==> src/hdl/afjf_ram.sv <==
// Generic simple dual-port RAM: one write port, one read port with registered data.
// No dependencies. The read data holds while the read enable is low.
module afjf_ram #(
    parameter int WIDTH = 8,
    parameter int DEPTH = 16
) (
    input  logic                             i_clk,
    input  logic                             i_we,
    input  logic [$clog2(DEPTH)-1:0]         i_waddr,
    input  logic [WIDTH-1:0]                 i_wdata,
    input  logic                             i_re,
    input  logic [$clog2(DEPTH)-1:0]         i_raddr,
    output logic [WIDTH-1:0]                 o_rdata
);

    logic [WIDTH-1:0] r_mem [DEPTH];
    logic [WIDTH-1:0] r_rdata;

    always_ff @(posedge i_clk) begin
        if (i_we) begin
            r_mem[i_waddr] <= i_wdata;
        end
        if (i_re) begin
            r_rdata <= r_mem[i_raddr];
        end
    end

    assign o_rdata = r_rdata;

endmodule

==> config.mk <==
export PLATFORM = sky130hd
export DESIGN_NAME = afjf_ram
export DESIGN_NICKNAME = d
export VERILOG_FILES = /design/src/hdl/afjf_ram.sv
export SDC_FILE = /design/constraint.sdc
export NUM_CORES = 1
export LEC_CHECK = 0
export BUFFER_PORTS_ARGS = -buffer_cell sky130_fd_sc_hd__buf_2
export CAP_MARGIN = 40
export CORE_MARGIN = 1.5
export CORE_UTILIZATION = 57
export CTS_BUF_LIST = sky130_fd_sc_hd__clkbuf_16
export DETAILED_ROUTE_END_ITERATION = 7
export PLACE_DENSITY_LB_ADDON = 0.3
export SYNTH_ARGS = -nofsm -noshare
export SYNTH_HDL_FRONTEND = slang
export SYNTH_SLANG_ARGS = --single-unit
==> constraint.sdc <==
create_clock -name i_clk -period 3.3 [get_ports i_clk]
set_input_delay 0 -clock i_clk [delete_from_list [all_inputs] [get_ports i_clk]]
set_output_delay 0 -clock i_clk [all_outputs]
set_load 0.02 [all_outputs]
; ---- After elaboration in Yosys (flattened, before gate mapping)
; Memories as Yosys holds them, arrays and structs flattened. A register that Yosys moved wholly into a read port is not among the register bits.
; Cells that the tools add are included.
[totals]
reg_bits = 0
mem_bits_rw = 128
input_bits = 19
out_inout_bits = 8
wordCells = 3
memories = 1
[op_classes]
n_mux = 2
[mem_list]
columns = name, words, word_bits, read_ports, rd_ports_with_merged_regs, write_ports, line
row1 = r_mem, 16, 8, 1, 1, 1, 16  ; logic [WIDTH-1:0] r_mem [DEPTH];
[ops]
columns = cell, n
row1 = 1-bit 2-to-1 mux, 2

; ---- Logic depth before layout (Yosys ltp)
; Gate-level depths: netlist of run 1.
[logic_depth]
word_depth = 2
depth_mapped = 5

; ---- Worst setup path after synthesis of run 1
; OpenSTA, ideal clock, no wires.
[synth_path]
kind = input to register
start = input i_waddr[2]
end = memory r_mem[0][0] (enable)
setup_time_ns = 0.383
t_arrival_ns = 1.110
required_ns = 2.917
slack_ns = 1.807
path_stages = 2
path_buffers = 0
path_cell_list = or3b_2 nor3_1
[synth_rtl]
columns = item, line
row1 = start: declaration, 9  ; input logic [$clog2(DEPTH)-1:0] i_waddr,
row2 = end: declaration, 16
; No word-level cell before the write port.

==> metrics.txt, run 1 <==
setup tns final 0 ps; Longest Clk Path Bufs 2; row count 34; CTS buffer count 17; clock skew roughly 6 ps; die width 98.8 um; full die area a little under 10000 sq um; synth warn 0; post-route ant nets 0; layout cells sized above 1 29.6%; Die Height 98.8 um; post-DR vias/cell 6.35; crit path DAT roughly 1700 ps; synth top area cells edfxtp_1 (78%), mux4_2 (7.8%), mux4_1 (7.0%); vias in the first global route roughly 2600; port bufs 26; WS Path Type reg2reg; GPL Wtd Cong 0.729; EDFF count, synth roughly 140; io pins 27; Power Total ~4.2 mW; initial antenna violation count 0; vias around 2600; Final Max Tran Viols 0; crit path launch type register; crit-path max FO 1; Final min period 1580 ps; Iter 0 DRT Violations 306; final setup fails 0; top cell type's share of synthesized area roughly four fifths; Netlist Area Pre-Place between 5000 and 6000 sq um; worst min-delay path category in2reg; TritonCTS clock tree built; DRC errors left 0; WL/cell 24.9 um; worst slew pin tran 897 ps; CP Capture Type register; gr busiest metal met2; nets 307; RSZ-0062 raised after global routing false; Synth Register Bits roughly 140; CTS clk-pin slew, worst paths 60 ps; initial core utilization 59.4%; post-synth cell types 18; pin count of the biggest net entering global routing 33; Worst EP required roughly 3500 ps; Seq/Total Area, Yosys 78.1%; Root Driver clkbuf_16; synth-to-layout area growth 19.8%; post-synthesis async set-or-reset flop share 0%; fillers 504; routing usage on met3 7.30%; Inserted Diodes 0; syn nets ~250; Worst IR Drop VDD around 0.49 mV; M1 GR Usage 33.3%; clock latency on the worst-skew pair 410 ps; synth cell count leaders edfxtp_1 (136), mux4_2 (18), a22oi_1 (16); DR pass1 iterations 6; met2 Track Usage GR 34.1%; post-CTS sizing 0; Synth area leader edfxtp_1; power density over the cells roughly 660 nW/um^2; H-tree depth 4; dpl ws ~1400 ps; Max Cap Viol 0; Final Hold Viols 0; Final WS setup around 1700 ps; most frequent cell after synthesis edfxtp_1; dominant synthesized flop cell edfxtp_1; first-pass GRT wire length roughly 16 mm; Placeable Area 8810 sq um; status completed; synthesized area per cell approximately 23 sq um; hold buffers post-CTS 9; hpwl dp 5.76 mm; global route total overflow 0; Sink Count 136; Static Leak 2.14 nW; Syn Inst Count between 200 and 250; fmax 632 MHz; slew margin rel. 40.0%; Period Utilization, post-route 47.9%; postcts setup bufs 0; drt total wl 10.2 mm; GRT Total Usage 23.2%
==> layout make-up <==
class / count / area (sq um) / share of cell area, %
clock buffer: 17 / 425 / 6.79
clock inverter: 15 / 209 / 3.34
multi-input combinational: 83 / 1060 / 16.9
sequential: 136 / 4080 / 65.2
tap: 108 / 135 / 2.16
timing repair buffer: 50 / 353 / 5.63
==> worst max-delay path: stages (launching register included) <==
cell and delay, ps:
edfxtp_1 400, mux4_1 550, a22oi_1 270, nand2_1 110
==> per-layer routing <==
layer / share of wire (%) / routed length, um
met4: 1.8 / 186
met1: 42 / 4260
met2: 48 / 4910
met5: 0 / 0
met3: 7.9 / 808
==> kinds of logic (layout without fill, tap and decap cells) <==
| group | after synthesis | after routing | share of synthesized area (%) |
|---|---|---|---|
| simple gates | 35 | 35 | 3.14 |
| buf+inv | 10 | 82 | 1.65 |
| compound gates | 16 | 16 | 2.30 |
| flops | 136 | 136 | 78.1 |
| mux | 32 | 32 | 14.8 |
==> power breakdown <==
| part | leakage (nW) | internal, mW | switching, mW |
|---|---|---|---|
| Clock | 0.309 | 1.33 | 0.684 |
| Combinational | 0.598 | 0.0818 | 0.112 |
| Sequential | 1.24 | 1.95 | 0.0106 |
==> state kept, by name, indices dropped and copies added, names as in the netlist <==
signal,flops
r_mem,128
o_rdata,8
==> cells in the final DEF, fill, tap and decap left out, types with 2 or more instances in the layout <==
cell,netlist,layout
bufinv_16,0,5
nand2b_1,2,2
nor3_1,4,4
dlygate4sd3_1,0,9
clkbuf_16,0,17
edfxtp_1,136,136
buf_2,3,26
buf_4,1,14
clkinv_2,0,3
nor2_1,13,13
nand2_1,9,9
clkinv_1,0,2
nand3b_1,2,2
mux4_2,18,18
a22oi_1,16,16
clkinvlp_4,0,2
clkinv_4,0,2
mux4_1,14,14
==> metrics by stage <==
step	instance area, sq um	hold slack, ps	utilization [%]	instances
after floorplan	5230	98.9	-	229
after global placement	5450	360	61.9	359
after detailed placement	5520	364	62.6	365
after CTS	6240	98.6	70.9	406
after global routing	6260	100	71.1	409
final	6260	91.7	71.1	409
==> worst paths after layout <==
| check | start | cells past startpoint | slack, ps | end |
|---|---|---|---|---|
| worst max register to register | r_mem[1][5]$_DFFE_PP_ | 3 | 1720 | o_rdata[5]$_DFFE_PP_ |
| worst min register to register | r_mem[11][3]$_DFFE_PP_ | 3 | 760 | o_rdata[3]$_DFFE_PP_ |
| worst max-delay path | r_mem[1][5]$_DFFE_PP_ | 3 | 1720 | o_rdata[5]$_DFFE_PP_ |
| worst min-delay path | i_waddr[2] | 3 | 90 | r_mem[3][6]$_DFFE_PP_ |
Note: power is estimated with default switching activity, not from simulation.
==> run 2: changes to the inputs <==
--- a/config.mk
+++ b/config.mk
@@ -8,7 +8,7 @@
 export BUFFER_PORTS_ARGS = -buffer_cell sky130_fd_sc_hd__buf_2
 export CAP_MARGIN = 40
 export CORE_MARGIN = 1.5
-export CORE_UTILIZATION = 57
+export CORE_UTILIZATION = 54
 export CTS_BUF_LIST = sky130_fd_sc_hd__clkbuf_16
 export DETAILED_ROUTE_END_ITERATION = 7
 export PLACE_DENSITY_LB_ADDON = 0.3
==> constraint.sdc (replaced) <==
create_clock -name i_clk -period 1.4 [get_ports i_clk]
set_input_delay 0 -clock i_clk [delete_from_list [all_inputs] [get_ports i_clk]]
set_output_delay 0 -clock i_clk [all_outputs]
set_load 0.02 [all_outputs]
==> run 2 against run 1 <==
Count of clock-buffer cells in the layout unchanged. Sequential share of layout area down 1.4 points. Maximum frequency up 5.2%. The run now ends with setup timing left. Critical endpoint unchanged. Sequential power is 140% higher. Utilization shrank 2.5 points. Clock skew is 3.6 ps higher. Combinational power rose to 2.6 times the previous value. Cell area is 2.2% higher. Worst hold slack improved by 70 ps.
==> metrics.txt, run 2 (same netlist as run 1, synthesis figures left out) <==
Final Max Tran Viols 0; crit-path max FO 1; post-DR vias/cell between 5 and 6; Inserted Diodes 0; register-to-register setup slack -100 ps; final setup fails 3; clock skew 9.58 ps; DRC errors left 0; Final min period 1500 ps; FF/Latch Area 4080 sq um; first-pass GRT wire length 16.2 mm; failing checks setup timing; TritonCTS clock tree built; Crit-path slowest cell mux4_2; Multi-input gate area 1070 sq um; die width 101 um; crit path cell chain mux4_2, a22oi_2, nand2_2; CP Capture Type register; Period Utilization, post-route 107%; row count 35; delay-heaviest family, CP multiplexers; vias 2569; io pins 27; commonest non-fill, non-tap cell in the layout edfxtp_1; Worst IR Drop VDD around 1.1 mV; GRT Total Usage 23.5%; initial core utilization a little under three fifths; WL/cell 24.5 um; Static Leak 2.17 nW; Max Cap Viol 0; worst slew pin tran 766 ps; global route total overflow 0; r2r startpoint r_mem[2][5]$_DFFE_PP_; nets roughly 320; DR pass1 iterations 4; Core Util, Final 68.6%; Sink Count 136; Final Hold Viols 0; slew margin rel. about half; critical path's largest stage delay 510 ps; status finished with violations; CTS clk-pin slew, worst paths approximately 60 ps; CP startpoint r_mem[2][5]$_DFFE_PP_; Hold Crit Start i_waddr[0]; Final WS setup -104 ps; Top reg by flops r_mem; hpwl dp 6.36 mm; drt total wl 10.8 mm; initial antenna violation count 0; full die area 10300 sq um; GPL Wtd Cong roughly 0.75; Final Instance Area 6400 sq um; power density over the cells ~1500 nW/um^2; CTS buffer count 17; Iter 0 DRT Violations 152; port bufs 26; clock latency on the worst-skew pair 410 ps; post-route ant nets 0; Post-Place Cell Area 5680 sq um; Worst EP required 1540 ps; WS Path Type reg2reg; vias in the first global route 2708; worst min-delay path category in2reg; most frequent cells in the layout edfxtp_1 (136), mux4_2 (27), buf_2 (26); Root Driver clkbuf_16; crit path DAT 1650 ps; layout cells sized above 1 37.6%; synth-to-layout area growth 22.4%; RSZ-0062 raised after global routing true; fmax 665 MHz; crit path launch type register; fillers 581; Worst Path Buf+Inv 0; pin count of the biggest net entering global routing 17; Placeable Area between 9000 and 10000 sq um; Longest Clk Path Bufs 2; postcts setup bufs 0; Die Height 101 um; flip-flop count of the largest register after layout around 130; H-tree depth 4
run 2: changes by cell type in the layout (fill, tap and decap cells not counted), moves of 5 or more:
cell and change:
a22oi_1 -8, a22oi_2 +8, buf_12 +5, buf_4 +6, mux4_1 -9, mux4_2 +9
run 2: repair_timing:
action / in CTS / in global routing
endpoints found under the hold margin: 136 / 0
gates resized for setup: 13 / 5
pin swaps: 5 / 1
setup endpoints to repair: 7 / 8
hold buffers: 9 / 0
run 2: per-stage QoR:
step | setup TNS, ps | power [mW] | instances | setup WS (ps) | hold WS (ps)
3_3_place_gp | -802 | 5.15 | 398 | -183 | 385
6_report | -163 | 9.71 | 440 | -104 | 162
4_1_cts | -174 | 9.76 | 439 | -104 | 146
3_5_place_dp | -916 | 5.16 | 398 | -205 | 394
2_1_floorplan | 0 | 4.95 | 229 | 88.6 | 98.9
5_1_grt | -465 | 9.96 | 440 | -128 | 173
run 2: report_power, final:
| group | internal [mW] | switching (mW) |
|---|---|---|
| clock network | 2.95 | 1.63 |
| registers | 4.59 | 0.0309 |
| logic | 0.229 | 0.279 |
| total | 7.77 | 1.94 |
run 2: cell type report:
type	instances	area share [%]
Sequential cell	136	63.8
Multi-Input combinational cell	83	16.7
Timing Repair Buffer	60	7.35
Clock buffer	17	6.65
Clock inverter	15	2.91
Tap cell	129	2.52
run 2: path summary, 6_finish.rpt:
check | end | cells after the start
setup reg to reg | o_rdata[5]$_DFFE_PP_ | 3
setup / recovery | o_rdata[5]$_DFFE_PP_ | 3
hold reg to reg | o_rdata[4]$_DFFE_PP_ | 3
hold / removal | r_mem[0][1]$_DFFE_PP_ | 3
run 2: worst reg2reg max path: stages (launching register included):
cell	delay [ps]
edfxtp_1	410
mux4_2	510
a22oi_2	220
nand2_2	100
run 2: routing by layer:
layer,track usage (%),part of all wire (%),up-vias
met5,0,0,-
met4,11.3,2.8,0
met3,4.76,5.4,20
met2,36.6,49,114
met1,32.3,42,1322
li1,-,-,1113
==> run 3: changes to the inputs <==
--- a/config.mk
+++ b/config.mk
@@ -8,7 +8,7 @@
 export BUFFER_PORTS_ARGS = -buffer_cell sky130_fd_sc_hd__buf_2
 export CAP_MARGIN = 40
 export CORE_MARGIN = 1.5
-export CORE_UTILIZATION = 54
+export CORE_UTILIZATION = 57
 export CTS_BUF_LIST = sky130_fd_sc_hd__clkbuf_16
 export DETAILED_ROUTE_END_ITERATION = 7
 export PLACE_DENSITY_LB_ADDON = 0.3
==> constraint.sdc (replaced) <==
create_clock -name i_clk -period 1.5 [get_ports i_clk]
set_input_delay 0 -clock i_clk [delete_from_list [all_inputs] [get_ports i_clk]]
set_output_delay 0 -clock i_clk [all_outputs]
set_load 0.02 [all_outputs]
==> run 3 against run 2 <==
The run now ends clean. Maximum frequency rose by 1.2%. Sequential cell count did not move. Final cell count fell by 5.0%. Wire length fell by 5.4%. Total power fell by 8.8%.
==> metrics.txt, run 3 (same netlist as run 1, synthesis figures left out) <==
Iter 0 DRT Violations between 150 and 200; Met1 Wirelength 3.89 mm; GRT Total Usage 22.8%; WL met2 5.18 mm; worst reg2reg path depth 3; crit-path max FO 1; RR Endpoint o_rdata[2]$_DFFE_PP_; worst hold path depth 1; Hold Slack between 2 and 2.5 ps; pin count of the biggest net entering global routing 33; TritonCTS clock tree built; row count 34; clock skew 13.3 ps; Worst EP required 1640 ps; initial core utilization 59.4%; fillers 506; DRC errors left 0; postcts setup bufs 0; Max Cap Viol 0; worst slew pin tran 457 ps; die width 98.8 um; slew margin rel. between 60% and 70%; flip-flop count of the largest register after layout roughly 130; most frequent cells in the layout edfxtp_1 (136), buf_2 (26), buf_4 (22); hpwl dp 5.99 mm; Longest Clk Path Bufs 2; Final Instance Area 6310 sq um; post-DR vias/cell 6.11; drt total wl 10.2 mm; fmax 673 MHz; Sink Count around 140; register-to-register setup slack 10 ps; status completed; Top reg by flops r_mem; r2r startpoint r_mem[11][2]$_DFFE_PP_; Period Utilization, post-route between 90% and 100%; power density over the cells 1400 nW/um^2; GPL Wtd Cong 0.722; CP Capture Type register; CTS clk-pin slew, worst paths 60 ps; H-tree depth 4; WS Path Type reg2reg; Root Driver clkbuf_16; layout cells sized above 1 33.5%; CTS buffer count 17; RSZ-0062 raised after global routing false; final setup fails 0; Post-Place Cell Area 5630 sq um; crit path launch type register; Inserted Diodes 0; Final Max Tran Viols 0; commonest non-fill, non-tap cell in the layout edfxtp_1; Final Hold Viols 0; Worst Hold End r_mem[9][5]$_DFFE_PP_; Met3 Routed Length 938 um; crit path DAT 1630 ps; DR pass1 iterations 7; initial antenna violation count 0; synth-to-layout area growth 20.8%; vias roughly 2600; clock latency on the worst-skew pair 400 ps; nets 316; WL/cell 24.4 um; global route total overflow 0; io pins 27; Die Height 98.8 um; Final min period between 1000 and 1500 ps; Worst IR Drop VDD 1.07 mV; post-route ant nets 0; Static Leak 2.17 nW; vias in the first global route 2674; worst min-delay path category in2reg; Placeable Area 8810 sq um; Hold Crit Start i_wdata[5]; full die area 9750 sq um; port bufs 26; DR top layer met4; first-pass GRT wire length about 15 mm
run 3: cell types whose count changed in the layout (fill, tap and decap cells not counted), moves of 2 or more:
cell | before | now
mux4_1 | 5 | 12
a22oi_1 | 8 | 12
buf_12 | 5 | 3
a22oi_2 | 8 | 4
mux4_2 | 27 | 20
buf_4 | 20 | 22
run 3: worst max path at each step:
| stage | end | depth (start not counted) | slack, ps | start |
|---|---|---|---|---|
| after global routing | o_rdata[2]$_DFFE_PP_ | 3 | 0.09 | r_mem[10][2]$_DFFE_PP_ |
| after floorplan | r_mem[0][0]$_DFFE_PP_ | 2 | 7 | i_waddr[2] |
| after global placement | o_rdata[5]$_DFFE_PP_ | 6 | -130 | i_raddr[0] |
| after CTS | o_rdata[7]$_DFFE_PP_ | 3 | 7 | r_mem[9][7]$_DFFE_PP_ |
| after detailed placement | o_rdata[5]$_DFFE_PP_ | 6 | -130 | i_raddr[0] |
| final | o_rdata[2]$_DFFE_PP_ | 3 | 10 | r_mem[11][2]$_DFFE_PP_ |
run 3: per-stage QoR:
step                instances  util [%]  setup TNS [ps]  power (mW)  setup WS (ps)
finish                    418      71.7               0        8.86           13.7
global route              418      71.7               0        9.07         0.0921
CTS                       418      71.6               0        8.89           6.51
detailed placement        378      64.0            -330        4.81           -131
global placement          378      64.0            -311        4.80           -131
floorplan                 229         -               0        4.62           7.13
run 3: cell type report:
type	count	area, sq um	area share (%)
clock buffers	17	425	6.74
clock inverters	15	164	2.60
multi-input cells	83	1070	16.9
flip-flops and latches	136	4080	64.7
well taps	108	135	2.14
repair buffers	59	435	6.90
run 3: report_power, final:
part / total, mW / switching, mW / internal [mW]
Clock: 4.10 / 1.51 / 2.59
Sequential: 4.31 / 0.0258 / 4.28
Combinational: 0.449 / 0.250 / 0.199
run 3: metal layers:
layer | up-vias | track usage, %
met5 | - | 0
met4 | 0 | 9.34
met3 | 10 | 5.60
met2 | 143 | 36.7
met1 | 1283 | 30.5
li1 | 1117 | -
run 3: repair_timing:
action                                  in CTS  in global routing
hold buffers                                 8                  0
endpoints found under the hold margin      120                  0
gates resized for setup                      2                  4
pin swaps                                    0                  1
endpoints found under the setup margin       2                  5
run 3: critical path: stages, from the launching register on:
cell and delay [ps]:
edfxtp_1 410, mux4_2 510, a22oi_1 190, nand2_1 120
